==> config.mk <==
export PLATFORM = sky130hd
export DESIGN_NAME = fixed_slot_free_stack_allocator_top
export DESIGN_NICKNAME = d
export VERILOG_FILES = /design/src/hw/rtl/fssa_pkg.sv /design/src/hw/rtl/fssa_ram.sv /design/src/hw/rtl/fssa_ctrl.sv /design/src/hw/rtl/fssa_dp.sv /design/src/hw/rtl/fixed_slot_free_stack_allocator_top.sv
export SDC_FILE = /design/constraint.sdc
export NUM_CORES = 2
export LEC_CHECK = 0
export BUFFER_PORTS_ARGS = -buffer_cell sky130_fd_sc_hd__buf_2
export CAP_MARGIN = 25
export CORE_ASPECT_RATIO = 0.75
export CORE_MARGIN = 1
export CORE_UTILIZATION = 60
export CTS_CLUSTER_SIZE = 10
export DETAILED_ROUTE_END_ITERATION = 7
export PLACE_DENSITY = 0.76
export REMOVE_ABC_BUFFERS = 1
export SKIP_CTS_REPAIR_TIMING = 1
export SYNTH_ARGS = -nofsm -noshare
export SYNTH_HDL_FRONTEND = slang
export SYNTH_SLANG_ARGS = --single-unit
==> constraint.sdc <==
create_clock -name aclk -period 11.3 [get_ports aclk]
set_input_delay 2.825 -clock aclk [delete_from_list [all_inputs] [get_ports aclk]]
set_output_delay 2.825 -clock aclk [all_outputs]
set_load 0.03 [all_outputs]
==> src/hw/rtl/fssa_pkg.sv <==
// fssa_pkg: shared constants, codes and control structs of the free stack slot allocator
`default_nettype none
package fssa_pkg;

    localparam int SLOTS          = 256;
    localparam int MAX_SLOT_BYTES = 4096;

    localparam int SLOT_W   = $clog2(SLOTS);
    localparam int GRAN_W   = 13;
    localparam int CAP_W    = 9;
    localparam int OFF_W    = 21;
    localparam int MAG_W    = OFF_W - 1;
    localparam int OFFS_W   = 20;
    localparam int PROD_W   = SLOT_W + GRAN_W;
    localparam int REM_W    = GRAN_W;
    localparam int DCNT_W   = $clog2(MAG_W);
    localparam int STAT_W   = 2;

    localparam int S_TDATA_W = ((OFF_W + 7) / 8) * 8;
    localparam int M_FIELD_W = SLOT_W + OFFS_W + CAP_W + 3;
    localparam int M_TDATA_W = ((M_FIELD_W + 7) / 8) * 8;

    localparam int CFG_IDX_W  = 2;
    localparam int CFG_DATA_W = GRAN_W;

    localparam logic [GRAN_W-1:0] GRAN_RESET = GRAN_W'(16);
    localparam logic [CAP_W-1:0]  CAP_RESET  = CAP_W'(256);

    typedef enum logic [CFG_IDX_W-1:0] {
        CFG_GRANULARITY = 2'd0,
        CFG_CAPACITY    = 2'd1
    } cfg_idx_t;

    typedef enum logic [STAT_W-1:0] {
        STAT_OK         = 2'd0,
        STAT_POOL_FULL  = 2'd1,
        STAT_NOT_FOUND  = 2'd2,
        STAT_POOL_EMPTY = 2'd3
    } status_t;

    typedef enum logic {
        CMD_ACQUIRE = 1'b0,
        CMD_RELEASE = 1'b1
    } op_t;

    typedef struct packed {
        logic load;
        logic div_step;
        logic rd_link;
        logic exec;
    } fssa_cmd_t;

    typedef struct packed {
        logic is_release;
        logic is_neg;
        logic div_last;
    } fssa_stat_t;

endpackage
`default_nettype wire

==> src/hw/rtl/fssa_ram.sv <==
// fssa_ram: generic single write port ram with registered read
`default_nettype none
module fssa_ram #(
    parameter int WIDTH = 8,
    parameter int DEPTH = 256
) (
    input  wire logic                     aclk,
    input  wire logic                     wr_en,
    input  wire logic [$clog2(DEPTH)-1:0] wr_addr,
    input  wire logic [WIDTH-1:0]         wr_data,
    input  wire logic                     rd_en,
    input  wire logic [$clog2(DEPTH)-1:0] rd_addr,
    output logic      [WIDTH-1:0]         rd_data
);

    logic [WIDTH-1:0] mem [DEPTH];

    always_ff @(posedge aclk) begin
        if (wr_en) begin
            mem[wr_addr] <= wr_data;
        end
        if (rd_en) begin
            rd_data <= mem[rd_addr];
        end
    end

endmodule
`default_nettype wire

==> src/hw/rtl/fssa_ctrl.sv <==
// fssa_ctrl: sequencing state machine and result handshake of the allocator
`default_nettype none
module fssa_ctrl (
    input  wire logic                aclk,
    input  wire logic                aresetn,
    input  wire logic                s_tvalid,
    output logic                     s_tready,
    output logic                     m_tvalid,
    input  wire logic                m_tready,
    input  wire fssa_pkg::fssa_stat_t stat,
    output fssa_pkg::fssa_cmd_t      cmd
);
    import fssa_pkg::*;

    typedef enum logic [3:0] {
        ST_IDLE = 4'b0001,
        ST_READ = 4'b0010,
        ST_DIV  = 4'b0100,
        ST_EXEC = 4'b1000
    } state_t;

    state_t state_reg, state_next;
    logic   m_valid_reg, m_valid_next;
    logic   out_free;

    assign out_free = !m_valid_reg || m_tready;
    assign s_tready = (state_reg == ST_IDLE);
    assign m_tvalid = m_valid_reg;

    always_comb begin
        state_next   = state_reg;
        cmd          = '0;
        m_valid_next = m_valid_reg && !m_tready;
        case (state_reg)
            ST_IDLE: begin
                if (s_tvalid) begin
                    cmd.load   = 1'b1;
                    state_next = ST_READ;
                end
            end
            ST_READ: begin
                cmd.rd_link = 1'b1;
                if (stat.is_release && !stat.is_neg) begin
                    state_next = ST_DIV;
                end else begin
                    state_next = ST_EXEC;
                end
            end
            ST_DIV: begin
                cmd.div_step = 1'b1;
                if (stat.div_last) begin
                    state_next = ST_EXEC;
                end
            end
            ST_EXEC: begin
                if (out_free) begin
                    cmd.exec     = 1'b1;
                    m_valid_next = 1'b1;
                    state_next   = ST_IDLE;
                end
            end
            default: begin
                state_next = ST_IDLE;
            end
        endcase
    end

    always_ff @(posedge aclk) begin
        if (!aresetn) begin
            state_reg   <= ST_IDLE;
            m_valid_reg <= 1'b0;
        end else begin
            state_reg   <= state_next;
            m_valid_reg <= m_valid_next;
        end
    end

endmodule
`default_nettype wire

==> src/hw/rtl/fssa_dp.sv <==
// fssa_dp: pool state, link store, offset divider and result register of the allocator
`default_nettype none
module fssa_dp (
    input  wire logic                             aclk,
    input  wire logic                             aresetn,
    input  wire logic                             cfg_wr,
    input  wire logic [fssa_pkg::CFG_IDX_W-1:0]   cfg_index,
    input  wire logic [fssa_pkg::CFG_DATA_W-1:0]  cfg_data,
    input  wire logic [fssa_pkg::S_TDATA_W-1:0]   s_tdata,
    input  wire logic                             s_tuser,
    output logic      [fssa_pkg::M_TDATA_W-1:0]   m_tdata,
    output logic      [fssa_pkg::STAT_W-1:0]      m_tuser,
    input  wire fssa_pkg::fssa_cmd_t              cmd,
    output fssa_pkg::fssa_stat_t                  stat
);
    import fssa_pkg::*;

    logic [GRAN_W-1:0] gran_reg;
    logic [CAP_W-1:0]  cap_reg;
    logic [SLOT_W-1:0] head_reg, head_next;
    logic [CAP_W-1:0]  used_reg, used_next;
    logic [SLOTS-1:0]  link_vld_reg;

    logic              op_reg;
    logic              neg_reg;
    logic [MAG_W-1:0]  dvd_reg;
    logic [MAG_W-1:0]  quo_reg;
    logic [REM_W-1:0]  rem_reg;
    logic [DCNT_W-1:0] dcnt_reg;

    logic [REM_W-1:0]  trial;
    logic              qbit;
    logic [GRAN_W-1:0] geff;
    logic [CAP_W-1:0]  ceff;

    logic [SLOT_W-1:0] link_rd;
    logic              link_we;
    logic [SLOT_W-1:0] idx;
    logic [SLOT_W-1:0] succ;
    status_t           status;
    logic              was_full;
    logic [PROD_W-1:0] prod;
    logic [OFFS_W-1:0] offs;

    always_comb begin
        if (gran_reg == '0) begin
            geff = GRAN_W'(1);
        end else if (gran_reg > GRAN_W'(MAX_SLOT_BYTES)) begin
            geff = GRAN_W'(MAX_SLOT_BYTES);
        end else begin
            geff = gran_reg;
        end
        if (cap_reg > CAP_W'(SLOTS)) begin
            ceff = CAP_W'(SLOTS);
        end else begin
            ceff = cap_reg;
        end
    end

    assign trial = {rem_reg[REM_W-2:0], dvd_reg[MAG_W-1]};
    assign qbit  = (trial >= geff);

    assign stat.is_release = (op_reg == CMD_RELEASE);
    assign stat.is_neg     = neg_reg;
    assign stat.div_last   = (dcnt_reg == DCNT_W'(MAG_W - 1));

    assign succ = (head_reg == SLOT_W'(SLOTS - 1)) ? '0 : head_reg + SLOT_W'(1);

    fssa_ram #(
        .WIDTH (SLOT_W),
        .DEPTH (SLOTS)
    ) u_link_ram (
        .aclk    (aclk),
        .wr_en   (link_we),
        .wr_addr (idx),
        .wr_data (head_reg),
        .rd_en   (cmd.rd_link),
        .rd_addr (head_reg),
        .rd_data (link_rd)
    );

    always_comb begin
        was_full  = (used_reg == ceff);
        status    = STAT_OK;
        idx       = '0;
        head_next = head_reg;
        used_next = used_reg;
        link_we   = 1'b0;
        if (op_reg == CMD_ACQUIRE) begin
            if (used_reg >= ceff) begin
                status = STAT_POOL_FULL;
            end else begin
                idx       = head_reg;
                head_next = link_vld_reg[head_reg] ? link_rd : succ;
                used_next = used_reg + CAP_W'(1);
            end
        end else begin
            if (neg_reg || rem_reg != '0 || quo_reg >= MAG_W'(ceff)) begin
                status = STAT_NOT_FOUND;
            end else if (used_reg == '0) begin
                status = STAT_POOL_EMPTY;
            end else begin
                idx       = quo_reg[SLOT_W-1:0];
                head_next = quo_reg[SLOT_W-1:0];
                used_next = used_reg - CAP_W'(1);
                link_we   = cmd.exec;
            end
        end
        prod = PROD_W'(idx) * PROD_W'(geff);
        offs = (status == STAT_OK) ? prod[OFFS_W-1:0] : '0;
    end

    always_ff @(posedge aclk) begin
        if (!aresetn) begin
            gran_reg     <= GRAN_RESET;
            cap_reg      <= CAP_RESET;
            head_reg     <= '0;
            used_reg     <= '0;
            link_vld_reg <= '0;
        end else if (cfg_wr) begin
            if (cfg_index == CFG_GRANULARITY) begin
                gran_reg     <= cfg_data;
                head_reg     <= '0;
                used_reg     <= '0;
                link_vld_reg <= '0;
            end else if (cfg_index == CFG_CAPACITY) begin
                cap_reg      <= cfg_data[CAP_W-1:0];
                head_reg     <= '0;
                used_reg     <= '0;
                link_vld_reg <= '0;
            end
        end else if (cmd.exec) begin
            head_reg <= head_next;
            used_reg <= used_next;
            if (link_we) begin
                link_vld_reg[idx] <= 1'b1;
            end
        end
    end

    always_ff @(posedge aclk) begin
        if (cmd.load) begin
            op_reg   <= s_tuser;
            neg_reg  <= s_tdata[OFF_W-1];
            dvd_reg  <= s_tdata[MAG_W-1:0];
            quo_reg  <= '0;
            rem_reg  <= '0;
            dcnt_reg <= '0;
        end else if (cmd.div_step) begin
            dvd_reg  <= {dvd_reg[MAG_W-2:0], 1'b0};
            quo_reg  <= {quo_reg[MAG_W-2:0], qbit};
            rem_reg  <= qbit ? trial - geff : trial;
            dcnt_reg <= dcnt_reg + DCNT_W'(1);
        end
        if (cmd.exec) begin
            m_tuser <= status;
            m_tdata <= M_TDATA_W'({was_full, (used_next == '0), (used_next == ceff),
                                   used_next, offs, idx});
        end
    end

endmodule
`default_nettype wire

==> src/hw/rtl/fixed_slot_free_stack_allocator_top.sv <==
// fixed_slot_free_stack_allocator_top: top level of the free stack slot allocator
//
//   channel  direction  handshake             payload
//   s_       in         s_tvalid / s_tready   s_tdata offset, s_tuser command
//   m_       out        m_tvalid / m_tready   m_tdata result fields, m_tuser status
//   cfg_     in         cfg_valid / cfg_ready cfg_index, cfg_data
//
// acquire: one link ram read, then the update, from accept to result
// release: the link ram read, then the 20 step restoring divider on the offset, then the update
// release of a negative offset skips the divider
// reset and every write to the granularity or capacity register empty the pool at once, no clearing pass
// a result held by m_tready stalls only the final update, the next item is still taken
`default_nettype none
module fixed_slot_free_stack_allocator_top (
    input  wire logic                             aclk,
    input  wire logic                             aresetn,
    input  wire logic                             s_tvalid,
    output logic                                  s_tready,
    input  wire logic [fssa_pkg::S_TDATA_W-1:0]   s_tdata,   // released_offset
    input  wire logic                             s_tuser,   // command
    output logic                                  m_tvalid,
    input  wire logic                             m_tready,
    // slot_index, slot_offset, used_count, now_full, now_empty, was_full
    output logic      [fssa_pkg::M_TDATA_W-1:0]   m_tdata,
    output logic      [fssa_pkg::STAT_W-1:0]      m_tuser,   // status
    input  wire logic                             cfg_valid,
    output logic                                  cfg_ready,
    input  wire logic [fssa_pkg::CFG_IDX_W-1:0]   cfg_index,
    input  wire logic [fssa_pkg::CFG_DATA_W-1:0]  cfg_data
);
    import fssa_pkg::*;

    fssa_cmd_t  cmd;
    fssa_stat_t stat;

    assign cfg_ready = 1'b1;

    fssa_ctrl u_ctrl (
        .aclk     (aclk),
        .aresetn  (aresetn),
        .s_tvalid (s_tvalid),
        .s_tready (s_tready),
        .m_tvalid (m_tvalid),
        .m_tready (m_tready),
        .stat     (stat),
        .cmd      (cmd)
    );

    fssa_dp u_dp (
        .aclk      (aclk),
        .aresetn   (aresetn),
        .cfg_wr    (cfg_valid && cfg_ready),
        .cfg_index (cfg_index),
        .cfg_data  (cfg_data),
        .s_tdata   (s_tdata),
        .s_tuser   (s_tuser),
        .m_tdata   (m_tdata),
        .m_tuser   (m_tuser),
        .cmd       (cmd),
        .stat      (stat)
    );

endmodule
`default_nettype wire

### Word-level counts from Yosys, hierarchy flattened

Memory sizes are Yosys's and may differ from the RTL's. A register that Yosys moved wholly into a read port is not among the register bits.
Index checks and enable logic that the tools add are counted.
Widths: inputs -> output; s select.

* register bits: 402
* RAM bits: 2048
* memories kept: 1

Memories
* u_dp.u_link_ram.mem: words 256, width 8, read ports 1, clocked after memory_dff 1, write ports 1, line fssa_ram.sv:16 `logic [WIDTH-1:0] mem [DEPTH];`

* $add $sub $neg: 5
* multipliers: 1
* $lt $le $gt $ge: 8
* equal/unequal tests: 16
* muxes and demuxes: 59
* bitwise gates (word level): 2
* reduce and logical (&&, ||, !) cells: 24

Operators with widths (count)
* $mux 256: 5
* $or 256x256->256: 1
* $mux 8: 14
* $mux 9: 9
* $mux 20: 2
* $mux 13: 3
* $ge 20x9->1: 1
* $mul 8x13->20: 1
* $eq 9x9->1: 2
* $logic_not 9->1: 2
* $lt 8x9->1 const B: 2
* $mux 1: 16
* $mux 4: 4
* $pmux 4 s4: 1
* $ge 13x13->1: 1
* $gt 13x13->1 const B: 1
* $logic_not 13->1: 1
* $reduce_bool 13->1: 1
* $sub 13x13->13: 1
* $add 9x1->9 const B: 1
* $ge 9x9->1: 1
* $gt 9x9->1 const B: 1
* $reduce_and 3->1: 3
* $sub 9x1->9 const B: 1
* other kinds (26): 40

### Longest topological paths before layout

* word-level depth: 14
* mapped depth: 27
* mapped depth without buffers: 25

### By module

A second synthesis with hierarchy kept.

* cell total of the unflattened synthesis: 5928
* area total of the unflattened synthesis: 100528.9 µm²

By module, submodules not included
* fssa_ram: instances 1, cells each 3733, area an instance 79636.4 µm², seq. area each 61739.2 µm²
* fssa_dp: instances 1, cells each 2163, area an instance 20579.7 µm², seq. area each 8588.2 µm²
* fssa_ctrl: instances 1, cells each 30, area an instance 301.5 µm², seq. area each 100.1 µm²
* fixed_slot_free_stack_allocator_top: instances 1, cells each 2, area an instance 11.3 µm², seq. area each 0.0 µm²

### Worst setup path before layout

No wires, ideal clock.

* kind: flip-flop to flip-flop
* start: register u_dp.head_reg[3]
* end: register u_dp.m_tdata[26] (netlist name) (data pin)
* library setup time: 0.260 ns
* arrival time: 9.023 ns
* required time: 11.040 ns
* slack: 2.018 ns
* stages on the path, launching flop included: 20
* cell sequence: dfxtp_1 clkinv_1 a2111oi_0 a41oi_2 inv_2 nand2_1 fa_1 inv_1 fa_1 fa_1 inv_1 fa_1 inv_1 ha_1 o21ai_0 or3_1 nand3_1 a31oi_1 o21ai_0 mux2_2

* word-level cells in the longest chain between the ends: 3

RTL lines
* from (decl): line fssa_dp.sv:20 `logic [SLOT_W-1:0] head_reg, head_next;`
* from (signal assigned): line fssa_dp.sv:133 `head_reg <= head_next;`
* $mux 8: line fssa_dp.sv:90 `if (used_reg >= ceff) begin`
* $mux 8: line fssa_dp.sv:89 `if (op_reg == CMD_ACQUIRE) begin`
* named net u_dp.idx[3]: line fssa_dp.sv:38 `logic [SLOT_W-1:0] idx;`
* $mul 8x13->20: line fssa_dp.sv:109 `prod = PROD_W'(idx) * PROD_W'(geff);`
* to (signal assigned): line fssa_dp.sv:157 `m_tdata <= M_TDATA_W'({was_full, (used_next == '0), (used_next == ceff),`
* to (decl): line fssa_dp.sv:11 `output logic [fssa_pkg::M_TDATA_W-1:0] m_tdata,`

The timed path passes the listed nets, and every way through them passes these cells.
A chain may end at the register's enable or synchronous reset.

### Final worst setup path

* start: register u_dp.cap_reg[8]
* end: register u_dp.m_tdata[26] (netlist name) (data pin)

* word-level cells in the longest chain between the ends: 7
* elaborated cells on any way between the ends: 13
* those cells by class: mul (1); order compare (3); mux (7); reduce/logical (2)

RTL lines
* from (decl): line fssa_dp.sv:19 `logic [CAP_W-1:0] cap_reg;`
* from (signal assigned): line fssa_dp.sv:127 `cap_reg <= cfg_data[CAP_W-1:0];`
* $gt 9x9->1: line fssa_dp.sv:53 `if (cap_reg > CAP_W'(SLOTS)) begin`
* $mux 9 *: line fssa_dp.sv:53
* $ge 20x9->1: line fssa_dp.sv:98 `if (neg_reg || rem_reg != '0 || quo_reg >= MAG_W'(ceff)) begin`
* $logic_or 1x1->1: line fssa_dp.sv:98
* $mux 8: line fssa_dp.sv:98
* $mux 8 *: line fssa_dp.sv:89
* named net u_dp.idx[3]: line fssa_dp.sv:38
* $mul 8x13->20 *: line fssa_dp.sv:109

Mark *: on every way through the listed nets, which the timed path passes. The rest lies on a longest branch.

==> flow_summary.json <==
{
  "finalCritPeriodShare_pct": 70.36,
  "path_max_fanout": 17,
  "grt_use_met1_pct": 43.56,
  "ys.flop_type": "edfxtp_1",
  "drc": 0,
  "path_common_cell": "fa_1",
  "grt_overflow_total": 0,
  "first_pass_iters": 6,
  "tightest_slew_ns": 1.142,
  "pin_count": 90,
  "holdCritPathClass": "flip-flop to flip-flop",
  "ys_types": 94,
  "antenna_found_initial": 12,
  "relSlewSlack_pct": 23.86,
  "synth_top_area_share_pct": 63.65,
  "wl_per_cell_um": 30.25,
  "path_cells": "clkinv_1 -> nand2_1 -> ha_1 -> a211oi_1 -> o21ai_0 -> a21oi_2 -> a41oi_2 -> inv_2 -> nand2_1 -> fa_1 -> inv_1 -> fa_1 -> fa_1 -> inv_1 -> fa_1 -> inv_1 -> ha_1 -> a2111oi_0 -> or3_1 -> nand3_1 -> a31oi_1 -> o21ai_0 -> mux2_2",
  "seqPwrFrac_pct": 52.8,
  "power_w": 0.01887,
  "p_int_w": 0.01492,
  "setup_tns_ns": 0,
  "syn2layout_area_growth_pct": 10.69,
  "synth-seq-cells": 2458,
  "drv_slew": 0,
  "grt_pass1_vias": 53239,
  "multi_input_area_mm2": 0.02765,
  "switching_share_pct": 20.93,
  "finalHoldViolations": 0,
  "startpoint_type": "flip-flop",
  "crit_required_ns": 11.92,
  "ys_top_cells_by_area": "edfxtp_1, mux4_2, dfxtp_1",
  "max_freq_mhz": 125.8,
  "critPathKind": "flip-flop to flip-flop",
  "post-dp-hpwl_mm": 136.6,
  "nets": 5932,
  "seq_area_frac_synth_pct": 70.41,
  "cts_tree": "done",
  "combinationalPowerShare_pct": 3.9,
  "yosysMostFrequentCell": "edfxtp_1",
  "met3_usage_pct": 6.147,
  "worstSkewPairLatency_ns": 0.92,
  "status": "finished clean",
  "grt_max_degree": 229,
  "route.vias.total": 53900,
  "portBuffers": 85,
  "p_clk_share_pct": 43.3,
  "synth_edf_count": 2120,
  "path_clk_slew_ns": 0.06,
  "end_kind": "flip-flop",
  "regArea_mm2": 0.07046,
  "rsz0062_at_grt": "false",
  "switching_power_w": 0.003948,
  "power_density_mw_per_mm2": 170.4,
  "yosysTopAreaCell": "edfxtp_1",
  "yosysWarnings": 0,
  "start_util_pct": 60.52,
  "fillCellCount": 10511,
  "routed_wl_mm": 242.9,
  "postRouteAntennaNets": 0,
  "netlist_instances": 5592,
  "maxCapViolCount": 0,
  "setup_violations": 0,
  "htree_levels": 5,
  "use_met2_pct": 43.49,
  "busiest_layer": "met1",
  "cpMaxStageDelayCell": "a21oi_2",
  "largest_register_ffs": 2048,
  "place_congestion": 0.8696,
  "fp.dieH_um": 355.6,
  "fin_skew_ns": 0.05460,
  "root_buffer": "clkbuf_16",
  "synth_common_cells": "edfxtp_1, mux4_2, nor2_1",
  "rows": 129,
  "drive_gt1_share_pct": 22.33,
  "grt_util_all_layers_pct": 29.04,
  "core_area_mm2": 0.1653,
  "slowest_delay_ns": 0.82,
  "die-area_mm2": 0.1684,
  "synth.cell_area_mm2": 0.1000,
  "min_period_ns": 7.951,
  "drt_iter0_drc": 7740,
  "worstPathArrival_ns": 8.57,
  "async_flop_share_pct": 0,
  "die_w_um": 473.5,
  "cts_buffers": 297,
  "cts_buffer_depth": 4,
  "cts_sinks": 2458,
  "leakagePower_nw": 30.47,
  "syn_avg_cell_area_um2": 17.89,
  "grt_pass1_wl_mm": 355.8,
  "detail_route.vias_per_cell": 6.713,
  "vdd_drop_max_uv": 176.8
}
==> layout by cell type, fill, tap and decap left out, types with 6 or more instances in the layout <==
cell type and n:
a21o_1 9, nor2b_1 22, ha_1 74, nand3_1 51, dfxtp_1 330, mux2i_1 26, o22ai_1 12, dfxtp_4 8
a21oi_1 286, xor2_1 21, buf_2 87, nand2_1 284, a2111oi_0 9, and2_1 8, inv_1 129, mux2_2 8
buf_12 11, diode_2 6, nor2_1 697, nor3_2 12, nand4_1 14, a22oi_1 10, nand2b_1 9, o21a_1 10
a31oi_1 16, and3_1 12, clkbuf_16 304, clkbuf_1 33, xnor2_1 22, o21ai_0 60, o221ai_1 7, fa_1 66
nor4_1 12, buf_4 82, a211oi_1 11, nor3_1 37, mux4_2 726, edfxtp_1 2120, a21boi_0 33
==> cell type report <==
class,instances,area share [%]
Inverter,139,0.4780
Clock buffer,339,7.007
Sequential cell,2458,63.64
Clock inverter,9,0.08927
Timing Repair Buffer,188,1.285
Tap cell,2227,2.517
Multi-Input combinational cell,2663,24.98
Antenna cell,6,0.01356
==> power by group through the flow <==
| stage | logic, W | clock network (W) | registers, W |
|---|---|---|---|
| floorplan | 0.000391 | 0 | 0.0103 |
| global placement | 0.000691 | 0 | 0.0101 |
| detailed placement | 0.000707 | 0 | 0.0102 |
| CTS | 0.000714 | 0.00823 | 0.00997 |
| global route | 0.000780 | 0.00857 | 0.00997 |
| finish | 0.000729 | 0.00817 | 0.00997 |
==> per-layer routing <==
layer  part of all wire (%)  wire length [um]  vias up
met5                  0.014                35        -
met4                    2.8              6918        4
met3                     11             26070      448
met2                     47            113800     3419
met1                     40             96080    27841
li1                       -                 -    22188
==> logic make-up after synthesis <==
logic type,after synthesis,share of synthesized area [%]
fa+ha+maj,140,2.247
simple gates,1193,5.006
buf+inv,471,1.964
flops,2458,70.41
mux,760,16.70
compound gates,523,3.226
xor+xnor,46,0.4466
other cells,1,0.003749
==> stage by stage <==
| step | instances | util [%] | worst slack, ns | hold WS (ns) | cell area, um2 |
|---|---|---|---|---|---|
| global placement | 7663 | 62.12 | 3.451 | 0.4412 | 102700 |
| detailed placement | 7665 | 62.14 | 3.467 | 0.4495 | 102700 |
| global route | 8023 | 66.98 | 2.925 | 0.4822 | 110700 |
| floorplan | 5260 | - | -21.97 | 0.4313 | 98580 |
| CTS | 8013 | 66.90 | 3.425 | 0.4629 | 110600 |
| finish | 8029 | 66.99 | 3.349 | 0.4593 | 110700 |
==> worst max-delay path: cells and delay by family (launching register included) <==
kind | cells | cell delay [ns]
AOI/OAI and AO/OA | 7 | 2.77
adders and majority gates | 6 | 2.48
buffers and inverters | 5 | 0.95
and+or+nand+nor | 4 | 0.80
DFF | 1 | 0.39
muxes | 1 | 0.28
==> path summary, 6_finish.rpt <==
kind	to	slack (ns)	cells after the start	from
max reg2reg	u_dp.m_tdata[26]$_SDFFCE_PP0P_	3.35	23	u_dp.cap_reg[8]$_SDFFE_PN1P_
max	u_dp.m_tdata[26]$_SDFFCE_PP0P_	3.35	23	u_dp.cap_reg[8]$_SDFFE_PN1P_
min reg2reg	u_dp.link_vld_reg[22]$_SDFFE_PN0P_	0.46	2	u_dp.link_vld_reg[22]$_SDFFE_PN0P_
min	u_dp.link_vld_reg[22]$_SDFFE_PN0P_	0.46	2	u_dp.link_vld_reg[22]$_SDFFE_PN0P_
(Power assumes the default switching activity.)
